<file path="src/design/diff_drive_wheel_speed_assert.svh">
// ----------------------------------------------------------------------------
// Differential-drive wheel speed: assertion macros
// Shared concurrent assertion forms used by the wheel speed back end.
// ----------------------------------------------------------------------------
`ifndef DIFF_DRIVE_WHEEL_SPEED_ASSERT_SVH
`define DIFF_DRIVE_WHEEL_SPEED_ASSERT_SVH

// Same-cycle implication, disabled during reset.
`define DDS_ASSERT_IMPLY(label, clk, rst, ante, cons, msg) \
   label: assert property (@(posedge clk) disable iff (rst) (ante) |-> (cons)) \
      else $error(msg);

// Next-cycle implication, disabled during reset.
`define DDS_ASSERT_NEXT(label, clk, rst, ante, cons, msg) \
   label: assert property (@(posedge clk) disable iff (rst) (ante) |=> (cons)) \
      else $error(msg);

`endif

</file>
<file path="src/design/dds_pkg.sv">
// ----------------------------------------------------------------------------
// Differential-drive wheel speed: package
// Item types, configuration layout, pipeline record and constants.
// ----------------------------------------------------------------------------
`timescale 1ns / 1ps

package dds_pkg;

   localparam int unsigned QUEUE_DEPTH_DEF = 4;
   localparam int unsigned ALPHA_STEPS     = 16;
   localparam int unsigned RATIO_STEPS     = 24;

   localparam logic [20:0] RAD_PER_RPM_Q24 = 21'd1756906;
   localparam logic [16:0] ALPHA_ONE       = 17'd256;
   localparam logic [16:0] ALPHA_MAX       = 17'd65280;
   localparam logic [24:0] RATIO_ONE       = 25'h1000000;
   localparam logic [63:0] ROUND_HALF      = 64'h0000_0080_0000_0000;

   typedef enum logic [7:0] {
      CSR_LINEAR_GAIN      = 8'd0,
      CSR_ANGULAR_GAIN     = 8'd1,
      CSR_TOP_LINEAR_SPEED = 8'd2,
      CSR_MOTOR_RPM_LIMIT  = 8'd3
   } csr_index_type;

   typedef struct packed {
      logic signed [15:0] linear_speed;
      logic signed [15:0] turn_rate;
   } req_item_type;

   typedef struct packed {
      logic signed [23:0] left_wheel_rate;
      logic signed [23:0] right_wheel_rate;
      logic               limited;
      logic               divisor_fault;
   } rsp_item_type;

   typedef struct packed {
      logic [7:0]  index;
      logic [15:0] data;
   } csr_item_type;

   typedef struct packed {
      logic [15:0] linear_gain;
      logic [15:0] angular_gain;
      logic [14:0] top_linear_speed;
      logic [15:0] motor_rpm_limit;
   } config_type;

   typedef struct packed {
      logic            zero_cmd;
      logic            ang_zero;
      logic [15:0]     lin_mag;
      logic [15:0]     ang_mag;
      logic [1:0][31:0] v_mag;
      logic [1:0]      v_neg;
   } front_item_type;

   typedef struct packed {
      logic               zero_cmd;
      logic               ang_zero;
      logic [15:0]        lin_mag;
      logic [15:0]        ang_mag;
      logic [1:0][31:0]   v_mag;
      logic [1:0]         v_neg;
      logic               alpha_ovf;
      logic [15:0]        arem;
      logic [15:0]        anum;
      logic [15:0]        aquo;
      logic [16:0]        alpha;
      logic signed [34:0] prod_t;
      logic signed [35:0] sum_s;
      logic signed [51:0] mreach;
      logic               fault;
      logic               limited;
      logic [1:0]         wz;
      logic [1:0]         wsat;
      logic [1:0][50:0]   wrem;
      logic [1:0][23:0]   wquo;
      logic [1:0][40:0]   wp;
      logic [1:0][41:0]   wlo;
      logic [1:0][40:0]   whi;
   } work_type;

endpackage

</file>
<file path="src/design/dds_if.sv">
// ----------------------------------------------------------------------------
// Differential-drive wheel speed: channel interfaces
// Valid/ready channels for commands, wheel results and register writes.
// ----------------------------------------------------------------------------
`timescale 1ns / 1ps

interface dds_req_if;
   import dds_pkg::*;
   logic         valid;
   logic         ready;
   req_item_type payload;
   modport source (output valid, output payload, input ready);
   modport sink (input valid, input payload, output ready);
endinterface


</file>
<file path="src/design/dds_front.sv">
// ----------------------------------------------------------------------------
// Differential-drive wheel speed: front end
// Accepts commands, forms the wheel sums and classifies each command.
// ----------------------------------------------------------------------------
`timescale 1ns / 1ps

module dds_front (
   input  logic                   clock,
   input  logic                   reset,
   dds_req_if.sink                req,
   input  dds_pkg::config_type    cfg,
   output dds_pkg::front_item_type push_item,
   output logic                   push_valid,
   input  logic                   push_ready
);
   import dds_pkg::*;

   logic               adv;
   logic               p1_valid_ff, p1_valid_in;
   logic signed [15:0] lin_ff, lin_in, ang_ff, ang_in;
   logic signed [32:0] plin_ff, plin_in, pang_ff, pang_in;
   logic               p2_valid_ff, p2_valid_in;
   front_item_type     p2_ff, p2_in;
   logic signed [33:0] vl, vr;

   always_comb begin
      adv         = !p2_valid_ff || push_ready;
      req.ready   = adv;
      p1_valid_in = req.valid;
      lin_in      = req.payload.linear_speed;
      ang_in      = req.payload.turn_rate;
      plin_in     = $signed({1'b0, cfg.linear_gain}) * req.payload.linear_speed;
      pang_in     = $signed({1'b0, cfg.angular_gain}) * req.payload.turn_rate;

      vl = 34'(plin_ff) - 34'(pang_ff);
      vr = 34'(plin_ff) + 34'(pang_ff);
      p2_valid_in      = p1_valid_ff;
      p2_in.zero_cmd   = (lin_ff == 16'sd0) && (ang_ff == 16'sd0);
      p2_in.ang_zero   = (ang_ff == 16'sd0);
      p2_in.lin_mag    = lin_ff[15] ? 16'(-lin_ff) : 16'(lin_ff);
      p2_in.ang_mag    = ang_ff[15] ? 16'(-ang_ff) : 16'(ang_ff);
      p2_in.v_neg[0]   = vl[33];
      p2_in.v_neg[1]   = vr[33];
      p2_in.v_mag[0]   = vl[33] ? 32'(-vl) : vl[31:0];
      p2_in.v_mag[1]   = vr[33] ? 32'(-vr) : vr[31:0];
   end

   always_ff @(posedge clock) begin
      if (reset) begin
         p1_valid_ff <= 1'b0;
         p2_valid_ff <= 1'b0;
      end else if (adv) begin
         p1_valid_ff <= p1_valid_in;
         p2_valid_ff <= p2_valid_in;
      end
   end

   always_ff @(posedge clock) begin
      if (adv) begin
         lin_ff  <= lin_in;
         ang_ff  <= ang_in;
         plin_ff <= plin_in;
         pang_ff <= pang_in;
         p2_ff   <= p2_in;
      end
   end

   assign push_valid = p2_valid_ff;
   assign push_item  = p2_ff;

endmodule

</file>
<file path="src/flat_wrapper.sv">
// flat-port wrapper written by rule: the top's interface ports become plain ports
module dds_front_flat import dds_pkg::*;
  (clock, reset, cfg, push_item, push_valid, push_ready, req_valid, req_payload, req_ready);
  dds_req_if req_i ();
  input  logic clock;
  input  logic reset;
  input  dds_pkg::config_type cfg;
  output dds_pkg::front_item_type push_item;
  output logic push_valid;
  input  logic push_ready;
  input wire logic [$bits(req_i.valid)-1:0] req_valid;
  input wire logic [$bits(req_i.payload)-1:0] req_payload;
  output wire logic [$bits(req_i.ready)-1:0] req_ready;
  assign req_i.valid = req_valid;
  assign req_i.payload = req_payload;
  assign req_ready = req_i.ready;
  dds_front u_core (.clock(clock), .reset(reset), .req(req_i), .cfg(cfg), .push_item(push_item), .push_valid(push_valid), .push_ready(push_ready));
endmodule
</file>
<file path="config.mk">
export PLATFORM = sky130hd
export DESIGN_NAME = dds_front_flat
export DESIGN_NICKNAME = d
export VERILOG_FILES = /design/src/design/diff_drive_wheel_speed_assert.svh /design/src/design/dds_pkg.sv /design/src/design/dds_if.sv /design/src/design/dds_front.sv /design/src/flat_wrapper.sv
export SDC_FILE = /design/constraint.sdc
export NUM_CORES = 2
export LEC_CHECK = 0
export BUFFER_PORTS_ARGS = -buffer_cell sky130_fd_sc_hd__buf_2
export CORE_MARGIN = 3
export CORE_UTILIZATION = 69
export DETAILED_ROUTE_END_ITERATION = 16
export PLACE_DENSITY = 0.95
export SETUP_SLACK_MARGIN = 0.15
export SLEW_MARGIN = 20
export SYNTH_ARGS = -nofsm -noshare
export SYNTH_HDL_FRONTEND = slang
export SYNTH_SLANG_ARGS = --single-unit
</file>
<file path="constraint.sdc">
create_clock -name clock -period 15 [get_ports clock]
set_clock_uncertainty 0.05 [all_clocks]
set_input_delay 3 -clock clock [delete_from_list [all_inputs] [get_ports clock]]
set_output_delay 3 -clock clock [all_outputs]
set_load 0.05 [all_outputs]
</file>
==> impl_metrics.json <==
{
  "synth_cells": 3113,
  "grt_pass1_vias": 24972,
  "drtPass1Iterations": 7,
  "fp.dieW_um": 212,
  "initial_core_util_pct": 70.9,
  "ys_types": 84,
  "syn-cell-area_mm2": 0.0294,
  "syn_area_per_cell_um2": 9.43,
  "crit_start": "cfg[56]",
  "clockBufferDepth": 2,
  "clk_latency_ns": 0.46,
  "grt_pass1_wl_um": 123000,
  "synth_top_cells_by_area": "fa_1 (27%), edfxtp_1 (20%), ha_1 (13%)",
  "grt.busiest_layer": "met2",
  "cts-htree-levels": 4,
  "placedCellCount": 3715,
  "ys_ff_latch": 199,
  "r2r_end": "u_core.push_item[65]$_DFFE_PP_",
  "synth-main-ff-cell": "edfxtp_1",
  "rr_worst_depth": 14,
  "tritoncts": "done",
  "rr_startpoint": "u_core.pang_ff[15]$_DFFE_PP_",
  "synth_area_leader_cell": "fa_1",
  "worst_pin_slew_ns": 0.989,
  "path_class": "input pin to flip-flop",
  "cp-end-kind": "flip-flop",
  "yosysSeqAreaShare_pct": 20.3,
  "cp_common_cell": "fa_1",
  "cts_buffers": 17,
  "drive_above_1_share_pct": 7.72,
  "drv_cap": 0,
  "hp-class": "flip-flop to flip-flop",
  "crit_path_cell_trace": "buf_2 > nand2_1 > fa_1 > fa_1 > fa_1 > fa_1 > inv_1 > fa_1 > inv_1 > fa_1 > inv_1 > ha_1 > a21oi_1 > o21ai_0 > a221o_1 > o311ai_0 > o22ai_1 > o31a_1 > a221o_1 > nand2_1 > nand2b_1 > a21oi_1 > xnor2_1",
  "rsz0062_at_grt": "no",
  "hold_viol": 0,
  "die_h_um": 212,
  "final.setup.tns_ns": 0,
  "clk_pin_slew_worst_paths_ns": 0.08,
  "io_pins": 201,
  "grt_max_degree": 70,
  "synth-async-reset-ratio_pct": 0,
  "finalWorstPathRequiredPeriod_ns": 9.67,
  "crit_slowest_cell": "o311ai_0",
  "fillCellCount": 2591,
  "period_share_pct": 64.4,
  "nets": 4005,
  "crit_fanout": 16,
  "synth_top_area_share_pct": 26.6,
  "setup_viol": 0,
  "hold_start": "u_core.p1_valid_ff$_SDFFE_PP0P_",
  "core_mm2": 0.0414,
  "maxSlewHeadroom_pct": 33.9,
  "hold_depth": 2,
  "use_met2_pct": 57.5,
  "antenna_cells": 0,
  "holdPathEnd": "u_core.push_valid$_SDFFE_PP0P_",
  "post_cts_resized": 0,
  "cts_setup_buffers": 0,
  "drv_slew": 0,
  "initialDrtViolationCount": 2401,
  "cts-root-buf": "clkbuf_16",
  "start_kind": "input pin",
  "num_vias": 23274,
  "max_stage_delay_ns": 0.56,
  "post_layout_nonfiller_instances": 3746,
  "grtUsageTotal_pct": 34.4,
  "wirelength_um": 75700,
  "max_freq_ghz": 0.103,
  "outcome": "finished clean",
  "std_cell_rows": 74,
  "worst-endpoint-arrival_ns": 9.82,
  "yosys_warnings": 0,
  "area_growth_pct": 5.91,
  "drtAntennaViolNets": 0,
  "port_buffers": 169,
  "crit_required_ns": 15.15,
  "synth_fp_nets": 3916,
  "synth_edf_count": 197,
  "use_met1_pct": 42.8,
  "regArea_mm2": 0.00596,
  "post-route-util_pct": 75.1,
  "cts_hold_buffers": 0,
  "die-area_mm2": 0.0451,
  "r2r_slack_ns": 9.97,
  "grt-ovfl-total": 0,
  "viasPerCell": 6.21,
  "cts.sinks": 199,
  "multi_input_area_mm2": 0.0208,
  "grt_util_met3_pct": 6.94,
  "dpl.hpwl_um": 59800,
  "gp_congestion": 1.02,
  "antenna_found_initial": 0,
  "wire_per_inst_um": 20.2,
  "drcViolationCount": 0
}
==> cell usage after synthesis, types with 31 or more instances <==
cell      number
clkbuf_1      84
fa_1         390
nor2_1       128
nand2_1      336
inv_1        578
xnor2_1      143
a21oi_1      131
edfxtp_1     197
o21ai_0       62
nand2b_1      37
and2_1       245
ha_1         314
xor2_1        48
a21o_1        31
==> worst max path at each step <==
stage                                    to  slack [ns]
6_report       u_core.plin_ff[29]$_DFFE_PP_        5.33
5_1_grt        u_core.plin_ff[29]$_DFFE_PP_        5.02
4_1_cts        u_core.plin_ff[29]$_DFFE_PP_        5.46
3_5_place_dp   u_core.plin_ff[29]$_DFFE_PP_        5.00
3_3_place_gp   u_core.plin_ff[29]$_DFFE_PP_        5.30
2_1_floorplan                     req_ready        3.82
==> cells by family (layout without fill, tap and decap cells) <==
kind of cell             count (synthesis)  count (layout)  share of synthesized area [%]
buffers and inverters                  688             789                           8.90
flip-flops                             199             199                           20.3
adder cells (fa/ha/maj)                704             704                           40.0
AND/OR/NAND/NOR                        912             912                           15.5
XOR/XNOR                               191             191                           5.70
multiplexers                            12              12                          0.430
AO/OA/AOI/OAI                          407             407                           9.18
==> metal layers <==
layer / share of wire [%] / wire, um / vias up
met2: 48 / 36100 / 1370
met3: 10 / 7560 / 371
met1: 37 / 27900 / 11373
met4: 5.5 / 4190 / 0
met5: 0 / 0 / -
li1: - / - / 10160
==> cells in the final DEF (no fill, tap or decap), drive strengths merged, types with 14 or more instances in the layout <==
master / synthesis / final
inv: 585 / 593
fa: 390 / 390
nand2: 336 / 336
ha: 314 / 314
and2: 245 / 245
edfxtp: 197 / 197
buf: 18 / 172
xnor2: 143 / 143
a21oi: 132 / 132
nor2: 129 / 129
o21ai: 73 / 73
xor2: 48 / 48
nand2b: 37 / 37
nor3: 34 / 34
a21o: 31 / 31
o21a: 25 / 25
nand3: 24 / 24
o31ai: 22 / 22
nor4: 20 / 20
a211oi: 19 / 19
nor2b: 19 / 19
clkbuf: 84 / 18
or3: 17 / 17
a31oi: 14 / 14
==> critical path: cells and delay by family <==
kind	cells	cell delay, ns
adders and majority gates	7	3.41
xor gates and xnor gates	1	0.10
and+or+nand+nor	3	0.33
buffers and inverters	4	0.51
AOI/OAI and AO/OA	8	2.47
==> cell type report <==
type,instances,share of cell area [%]
flip-flops and latches,199,19.2
clock buffers,18,1.38
repair buffers,172,2.79
multi-input cells,2226,66.9
inverters,586,7.07
clock inverters,13,0.571
well taps,532,2.14
==> flip-flops by register name, indices dropped and copies added, names as in the netlist <==
| signal | flops |
|---|---|
| u_core.push_item | 99 |
| u_core.pang_ff | 33 |
| u_core.plin_ff | 33 |
| u_core.ang_ff | 16 |
| u_core.lin_ff | 16 |
| u_core.p1_valid_ff | 1 |
| u_core.push_valid | 1 |
==> per-stage QoR <==
step                      area (um^2)  hold WS [ns]  setup slack, ns
final                           31100         0.431             5.33
after CTS                       31100         0.441             5.46
after global placement          30500         0.379             5.30
after floorplan                 29400         0.369             3.82
after detailed placement        30500         0.429             5.00
after global routing            31100         0.446             5.02
Power is not shown: default switching activity piles up to over one toggle a cycle in this logic, so the estimate is an artifact.
