==> config.mk <==
export PLATFORM = sky130hd
export DESIGN_NAME = dds_queue
export DESIGN_NICKNAME = d
export VERILOG_FILES = /design/src/design/diff_drive_wheel_speed_assert.svh /design/src/design/dds_pkg.sv /design/src/design/dds_queue.sv
export SDC_FILE = /design/constraint.sdc
export NUM_CORES = 1
export LEC_CHECK = 0
export BUFFER_PORTS_ARGS = -buffer_cell sky130_fd_sc_hd__buf_2
export CAP_MARGIN = 10
export CORE_MARGIN = 8
export CORE_UTILIZATION = 55
export DETAILED_ROUTE_END_ITERATION = 8
export HOLD_SLACK_MARGIN = 0.05
export PLACE_DENSITY = 0.83
export SYNTH_ARGS = -nofsm -noshare
export SYNTH_HDL_FRONTEND = slang
export SYNTH_SLANG_ARGS = --single-unit
==> constraint.sdc <==
create_clock -name clock -period 5.9 [get_ports clock]
set_clock_uncertainty 0.1 [all_clocks]
set_input_delay 0.295 -clock clock [delete_from_list [all_inputs] [get_ports clock]]
set_output_delay 0.295 -clock clock [all_outputs]
set_load 0.01 [all_outputs]
==> src/design/diff_drive_wheel_speed_assert.svh <==
// ----------------------------------------------------------------------------
// Differential-drive wheel speed: assertion macros
// Shared concurrent assertion forms used by the wheel speed back end.
// ----------------------------------------------------------------------------
`ifndef DIFF_DRIVE_WHEEL_SPEED_ASSERT_SVH
`define DIFF_DRIVE_WHEEL_SPEED_ASSERT_SVH

// Same-cycle implication, disabled during reset.
`define DDS_ASSERT_IMPLY(label, clk, rst, ante, cons, msg) \
   label: assert property (@(posedge clk) disable iff (rst) (ante) |-> (cons)) \
      else $error(msg);

// Next-cycle implication, disabled during reset.
`define DDS_ASSERT_NEXT(label, clk, rst, ante, cons, msg) \
   label: assert property (@(posedge clk) disable iff (rst) (ante) |=> (cons)) \
      else $error(msg);

`endif

==> src/design/dds_pkg.sv <==
// ----------------------------------------------------------------------------
// Differential-drive wheel speed: package
// Item types, configuration layout, pipeline record and constants.
// ----------------------------------------------------------------------------
`timescale 1ns / 1ps

package dds_pkg;

   localparam int unsigned QUEUE_DEPTH_DEF = 4;
   localparam int unsigned ALPHA_STEPS     = 16;
   localparam int unsigned RATIO_STEPS     = 24;

   localparam logic [20:0] RAD_PER_RPM_Q24 = 21'd1756906;
   localparam logic [16:0] ALPHA_ONE       = 17'd256;
   localparam logic [16:0] ALPHA_MAX       = 17'd65280;
   localparam logic [24:0] RATIO_ONE       = 25'h1000000;
   localparam logic [63:0] ROUND_HALF      = 64'h0000_0080_0000_0000;

   typedef enum logic [7:0] {
      CSR_LINEAR_GAIN      = 8'd0,
      CSR_ANGULAR_GAIN     = 8'd1,
      CSR_TOP_LINEAR_SPEED = 8'd2,
      CSR_MOTOR_RPM_LIMIT  = 8'd3
   } csr_index_type;

   typedef struct packed {
      logic signed [15:0] linear_speed;
      logic signed [15:0] turn_rate;
   } req_item_type;

   typedef struct packed {
      logic signed [23:0] left_wheel_rate;
      logic signed [23:0] right_wheel_rate;
      logic               limited;
      logic               divisor_fault;
   } rsp_item_type;

   typedef struct packed {
      logic [7:0]  index;
      logic [15:0] data;
   } csr_item_type;

   typedef struct packed {
      logic [15:0] linear_gain;
      logic [15:0] angular_gain;
      logic [14:0] top_linear_speed;
      logic [15:0] motor_rpm_limit;
   } config_type;

   typedef struct packed {
      logic            zero_cmd;
      logic            ang_zero;
      logic [15:0]     lin_mag;
      logic [15:0]     ang_mag;
      logic [1:0][31:0] v_mag;
      logic [1:0]      v_neg;
   } front_item_type;

   typedef struct packed {
      logic               zero_cmd;
      logic               ang_zero;
      logic [15:0]        lin_mag;
      logic [15:0]        ang_mag;
      logic [1:0][31:0]   v_mag;
      logic [1:0]         v_neg;
      logic               alpha_ovf;
      logic [15:0]        arem;
      logic [15:0]        anum;
      logic [15:0]        aquo;
      logic [16:0]        alpha;
      logic signed [34:0] prod_t;
      logic signed [35:0] sum_s;
      logic signed [51:0] mreach;
      logic               fault;
      logic               limited;
      logic [1:0]         wz;
      logic [1:0]         wsat;
      logic [1:0][50:0]   wrem;
      logic [1:0][23:0]   wquo;
      logic [1:0][40:0]   wp;
      logic [1:0][41:0]   wlo;
      logic [1:0][40:0]   whi;
   } work_type;

endpackage

==> src/design/dds_queue.sv <==
// ----------------------------------------------------------------------------
// Differential-drive wheel speed: decoupling queue
// Short first-in first-out queue between the front end and the back end.
// ----------------------------------------------------------------------------
`timescale 1ns / 1ps

module dds_queue #(
   parameter int unsigned DEPTH = dds_pkg::QUEUE_DEPTH_DEF
) (
   input  logic                    clock,
   input  logic                    reset,
   input  dds_pkg::front_item_type push_item,
   input  logic                    push_valid,
   output logic                    push_ready,
   output dds_pkg::front_item_type pop_item,
   output logic                    pop_valid,
   input  logic                    pop_ready
);
   import dds_pkg::*;

   localparam int unsigned PTR_W = $clog2(DEPTH);
   localparam int unsigned CNT_W = $clog2(DEPTH + 1);

   front_item_type   entry_ff [DEPTH];
   logic [PTR_W-1:0] wr_ptr_ff, wr_ptr_in, rd_ptr_ff, rd_ptr_in;
   logic [CNT_W-1:0] count_ff, count_in;
   logic             push, pop;

   always_comb begin
      push_ready = (count_ff != CNT_W'(DEPTH));
      pop_valid  = (count_ff != '0);
      push       = push_valid && push_ready;
      pop        = pop_valid && pop_ready;
      wr_ptr_in  = wr_ptr_ff;
      rd_ptr_in  = rd_ptr_ff;
      if (push) begin
         wr_ptr_in = (wr_ptr_ff == PTR_W'(DEPTH - 1)) ? '0 : wr_ptr_ff + 1'b1;
      end
      if (pop) begin
         rd_ptr_in = (rd_ptr_ff == PTR_W'(DEPTH - 1)) ? '0 : rd_ptr_ff + 1'b1;
      end
      count_in = count_ff;
      if (push && !pop) begin
         count_in = count_ff + 1'b1;
      end else if (pop && !push) begin
         count_in = count_ff - 1'b1;
      end
      pop_item = entry_ff[rd_ptr_ff];
   end

   always_ff @(posedge clock) begin
      if (reset) begin
         wr_ptr_ff <= '0;
         rd_ptr_ff <= '0;
         count_ff  <= '0;
      end else begin
         wr_ptr_ff <= wr_ptr_in;
         rd_ptr_ff <= rd_ptr_in;
         count_ff  <= count_in;
      end
   end

   always_ff @(posedge clock) begin
      if (push) begin
         entry_ff[wr_ptr_ff] <= push_item;
      end
   end

endmodule

==> results of run 1 <==
## final cells by class
type | count | area, µm² | area share
flip-flops and latches | 409 | 12200 | 0.6579
multi-input cells | 134 | 2551 | 0.1376
repair buffers | 313 | 2105 | 0.1135
clock buffers | 49 | 1056 | 0.05695
well taps | 341 | 426.7 | 0.02301
clock inverters | 22 | 185.2 | 0.009987
inverters | 3 | 11.26 | 0.0006073
diodes | 3 | 7.507 | 0.0004049
## worst max-delay path, delay by kind of cell, from the launching register on
kind,cells,cell delay [ns]
buffers and inverters,2,0.64
DFF,1,0.98
muxes,1,0.60
## registers in the layout (all words and copies together) (netlist names), named ones only
register and cells:
entry_ff 400, count_ff 3, rd_ptr_ff 2, wr_ptr_ff 2
## layer usage
| metal | GRT usage | part of all wire | vias to the layer above |
|---|---|---|---|
| met5 | 0 | 0 | - |
| met4 | 0.05225 | 0.020 | 0 |
| met3 | 0.05161 | 0.072 | 44 |
| met2 | 0.3088 | 0.51 | 264 |
| met1 | 0.2209 | 0.40 | 3679 |
| li1 | - | - | 3134 |
## power by group through the flow
stage	clock network [W]	logic [W]	registers, W
floorplan	0	0.000955	0.00364
global placement	0	0.00138	0.00373
detailed placement	0	0.00140	0.00375
CTS	0.00245	0.00146	0.00369
global route	0.00255	0.00155	0.00372
finish	0.00240	0.00144	0.00368
## timing repair
item,CTS,global route
endpoints found under the setup margin,0,0
resized for setup,0,0
hold endpoints to repair,408,0
hold buffers,102,0
## cell families after synthesis
| logic type | after synthesis |
|---|---|
| buffers and inverters | 27 |
| and+or+nand+nor | 17 |
| adders and majority gates | 7 |
| DFF | 409 |
| muxes | 103 |
| AOI/OAI and AO/OA | 5 |
| xor gates and xnor gates | 2 |
## cells in the final DEF, fill, tap and decap left out, types with 4 or more instances in the layout
cell | Yosys | layout
mux4_2 | 100 | 100
edfxtp_1 | 400 | 400
ha_1 | 6 | 6
dlygate4sd3_1 | 0 | 102
buf_2 | 4 | 205
clkinv_1 | 0 | 12
clkbuf_16 | 0 | 41
clkbuf_1 | 1 | 8
dfxtp_1 | 9 | 7
and3_4 | 0 | 4
buf_4 | 10 | 5
## how the worst max path moves through the flow
| stage | start | endpoint |
|---|---|---|
| 3_3_place_gp | register | pop_item[52] |
| 6_report | register | pop_item[68] |
| 4_1_cts | register | pop_item[52] |
| 2_1_floorplan | count_ff[0] | entry_ff[0][0] |
| 5_1_grt | register | pop_item[68] |
| 3_5_place_dp | register | pop_item[68] |
## per-stage QoR
stage	instance area (µm²)	hold slack [ns]	setup WS [ns]	cells	total power, W
detailed placement	16270	0.3776	3.139	1098	0.005151
CTS	18530	0.08490	2.583	1271	0.007603
finish	18540	0.1186	2.735	1274	0.007527
global route	18540	0.1739	2.479	1273	0.007815
global placement	16270	0.3733	3.131	1098	0.005111
floorplan	14870	0.2939	3.387	570	0.004591
==> results.json, run 1 <==
{
  "rsz0062_at_grt": "false",
  "boundaryPins": 206,
  "ys_top_cells_by_count": "edfxtp_1 (400), mux4_2 (100), buf_4 (10)",
  "relSlewSlack": 0.2969,
  "p_comb_frac": 0.191,
  "reg2regPathDepth": 3,
  "synth_compound_area_frac": 0.002355,
  "clock_path_buffers": 3,
  "gr-total-overflow": 0,
  "die_h_um": 180.5,
  "rows": 60,
  "dr.pass1.iters": 4,
  "worstHoldPathType": "primary input to register",
  "worst_slew_pin_slew_ns": 1.055,
  "start_util": 0.5566,
  "utilization": 0.6938,
  "place_hpwl_um": 16600,
  "detail_route.wl_per_cell_um": 23.18,
  "grt_max_degree": 69,
  "tritoncts": "built",
  "drtAntennaViolNets": 0,
  "synth_top_family_by_area": "multiplexers",
  "p_leak_nw": 6.284,
  "fin_crit_sh": 0.5364,
  "synth_simple_gate_area_frac": 0.007150,
  "synth_cells": 570,
  "required_ns": 5.51,
  "p_switching_w": 0.001896,
  "crit_chain": "buf_12 -> mux4_2 -> buf_2",
  "vias_per_cell": 5.589,
  "grt_usage": 0.1800,
  "antenna_found_initial": 2,
  "synth-adder-area-share": 0.006393,
  "synth_nets": 681,
  "synth_edf_count": 400,
  "arrival_ns": 2.77,
  "coreArea_mm2": 0.02673,
  "cp_max_fo": 53,
  "synth_area_per_cell_um2": 26.10,
  "synth_most_common_cell": "edfxtp_1",
  "fmax_ghz": 0.3160,
  "via_count": 7121,
  "ys_types": 27,
  "clkSinkCount": 409,
  "r2r_slack_ns": 3.15,
  "synthXorXnorAreaFrac": 0.001178,
  "r2r_start": "count_ff[0]",
  "worstSetupPathType": "register to output port",
  "portBuffers": 205,
  "yosys-top-cells-area": "edfxtp_1 (81%), mux4_2 (15%), dfxtp_1 (1.2%), buf_4 (0.50%), ha_1 (0.50%)",
  "ys_seq_area_frac": 0.8197,
  "drt_iter0_drc": 414,
  "cap_violations": 0,
  "synth_area_mm2": 0.01487,
  "end_kind": "output port",
  "ys_warn_count": 0,
  "finalHoldViolations": 0,
  "grt_first_pass_wirelength_um": 45420,
  "numCtsBuffers": 40,
  "areaGrowthSynthToFinish_pct": 24.65,
  "gp_congestion": 0.6987,
  "nNetsFinal": 1012,
  "yosys.area.top_type": "edfxtp_1",
  "cts-root-buf": "clkbuf_16",
  "slowest_stage": "dfxtp_4",
  "r2r_end": "entry_ff[1][15]",
  "synth_flop_cell": "edfxtp_1",
  "die-width_um": 180.5,
  "drv_slew": 0,
  "routed_wl_um": 29530,
  "drc": 0,
  "grt_pass1_vias": 7851,
  "powerDensity_mw_per_mm2": 406.0,
  "peakVddDrop_mv": 0.3533,
  "p_sw_frac": 0.2519,
  "finalCriticalPeriod_ns": 3.165,
  "cp-start-kind": "register",
  "dieArea_mm2": 0.03256,
  "slowest_delay_ns": 0.98,
  "clockPowerShare": 0.319,
  "htreeDepth": 2,
  "fillers": 1590,
  "layout-drive-gt1-share": 0.4000,
  "seq_power_share": 0.489,
  "worstSkewPairLatency_ns": 0.51,
  "min_path_cells": 4,
  "clkTransAtPathRegs_ns": 0.06,
  "synth_top_area_frac": 0.8075,
  "setup_viol": 0,
  "ys_ff_latch": 409,
  "muxShareOfSynthArea": 0.1534,
  "post_cts_buffers": 0,
  "p_int_w": 0.005631,
  "min-delay-start": "pop_ready",
  "fin_tns_setup_ns": 0,
  "run_status": "complete, no violations",
  "async_flop_share": 0
}
(Power assumes the default switching activity.)
==> inputs of run 2 (changes only) <==
==> constraint.sdc (replaced) <==
create_clock -name clock -period 3.3 [get_ports clock]
set_clock_uncertainty 0.1 [all_clocks]
set_input_delay 0.165 -clock clock [delete_from_list [all_inputs] [get_ports clock]]
set_output_delay 0.165 -clock clock [all_outputs]
set_load 0.01 [all_outputs]
==> results.json, run 2 (synthesized netlist as in run 1, its figures left out) <==
{
  "clkSinkCount": 409,
  "antenna_found_initial": 1,
  "dr.pass1.iters": 5,
  "drtAntennaViolNets": 0,
  "coreArea_mm2": 0.02673,
  "finalCriticalPeriod_ns": 2.638,
  "drt_iter0_drc": 488,
  "rsz0062_at_grt": "false",
  "final_cell_mix": "edfxtp_1 (400), buf_2 (205), dlygate4sd3_1 (103), mux4_2 (100), clkbuf_16 (41)",
  "routed_wl_um": 30200,
  "fin_tns_setup_ns": 0,
  "final_common_cell": "edfxtp_1",
  "clock_path_buffers": 3,
  "worstSkewPairLatency_ns": 0.51,
  "largest_reg_flops": 400,
  "relSlewSlack": 0.5851,
  "cp-start-kind": "register",
  "slowest_delay_ns": 0.54,
  "seq_area_mm2": 0.01220,
  "peakVddDrop_mv": 0.6513,
  "place_hpwl_um": 17390,
  "detail_route.wl_per_cell_um": 23.58,
  "worstHoldPathType": "primary input to register",
  "nNetsFinal": 1020,
  "start_util": 0.5566,
  "grt_max_degree": 50,
  "timing.hold.ws_ns": 0.2993,
  "fillers": 1562,
  "worstSetupPathType": "register to register",
  "dieArea_mm2": 0.03256,
  "gr-total-overflow": 0,
  "gp_congestion": 0.7130,
  "finalHoldViolations": 0,
  "vias_per_cell": 5.630,
  "crit_chain": "o31ai_1 -> ha_1 -> inv_1 -> fa_1 -> xor2_1 -> or3_2 -> a21oi_1",
  "areaGrowthSynthToFinish_pct": 26.57,
  "grt_usage": 0.1855,
  "clkTransAtPathRegs_ns": 0.06,
  "p_leak_nw": 6.413,
  "slowest_stage": "o31ai_1",
  "rows": 60,
  "boundaryPins": 206,
  "end_kind": "register",
  "drc": 0,
  "max_flop_register": "entry_ff",
  "cp_max_fo": 5,
  "fmax_ghz": 0.3791,
  "multi_input_area_mm2": 0.002551,
  "cap_violations": 0,
  "die_h_um": 180.5,
  "fin_crit_sh": 0.7993,
  "worst_slew_pin_slew_ns": 0.6224,
  "cts-root-buf": "clkbuf_16",
  "arrival_ns": 2.98,
  "required_ns": 3.64,
  "run_status": "complete, no violations",
  "htreeDepth": 2,
  "drv_slew": 0,
  "cts_resized": 0,
  "die-width_um": 180.5,
  "via_count": 7212,
  "numCtsBuffers": 40,
  "grt_first_pass_wirelength_um": 46620,
  "powerDensity_mw_per_mm2": 736.0,
  "portBuffers": 205,
  "reg.largest.list": "entry_ff (400), count_ff (3)",
  "layout-drive-gt1-share": 0.4168,
  "tritoncts": "built",
  "setup_viol": 0,
  "grt_pass1_vias": 8066
}
## run 2: changes by cell type in the layout (fill, tap and decap cells not counted)
cell,delta
clkinv_4,+2
diode_2,-1
clkinvlp_4,+1
clkbuf_1,-4
buf_4,-3
clkinv_2,+6
dlygate4sd3_1,+1
clkinv_1,-8
bufinv_16,+3
buf_12,+10
## run 2: repair_timing
action | CTS | global route
hold buffers | 103 | 0
hold endpoints to repair | 409 | 0
setup buffers | 0 | 0
## run 2: worst paths after layout
| path | startpoint | to | slack (ns) | cells past startpoint |
|---|---|---|---|---|
| min | push_item[64] | entry_ff[3][64] | 0.30 | 2 |
| max | count_ff[0] | count_ff[2] | 0.66 | 7 |
| max reg2reg | count_ff[0] | count_ff[2] | 0.66 | 7 |
| min reg2reg | rd_ptr_ff[0] | register | 0.40 | 2 |
## run 2: final cells by class
cell class,instances,share of cell area
clock inverters,26,0.01595
well taps,341,0.02266
repair buffers,321,0.1218
clock buffers,45,0.05529
inverters,3,0.0005981
flip-flops and latches,409,0.6480
diodes,2,0.0002658
multi-input cells,134,0.1355
## run 2: worst max-delay path: cells and delay by family, from the launching register on
kind                     cells  cell delay (ns)
adder cells (fa/ha/maj)      2             0.71
AO/OA/AOI/OAI                2             0.70
AND/OR/NAND/NOR              1             0.43
flip-flops                   1             0.37
XOR/XNOR                     1             0.19
buffers and inverters        1             0.07
## run 2: metal layers
| metal | part of all wire | track usage | vias to the layer above |
|---|---|---|---|
| li1 | - | - | 3151 |
| met1 | 0.40 | 0.2301 | 3720 |
| met2 | 0.52 | 0.3249 | 300 |
| met3 | 0.072 | 0.04677 | 41 |
| met4 | 0.015 | 0.04365 | 0 |
| met5 | 0 | 0 | - |
## run 2: per-stage QoR
stage / util / area, µm² / power [W] / setup slack, ns / cells
after floorplan: - / 14870 / 0.008208 / 0.7867 / 570
after global placement: 0.6155 / 16450 / 0.009196 / 0.9183 / 1105
after detailed placement: 0.6155 / 16450 / 0.009285 / 0.7767 / 1105
after CTS: 0.7043 / 18820 / 0.01398 / 0.7199 / 1279
after global routing: 0.7044 / 18830 / 0.01438 / 0.5185 / 1281
final: 0.7044 / 18830 / 0.01386 / 0.6624 / 1281
## run 2: where the power goes
part           switching, W  total, W  internal, W
Sequential         0.000190   0.00648      0.00629
Combinational       0.00146   0.00279      0.00133
Clock               0.00183   0.00458      0.00276
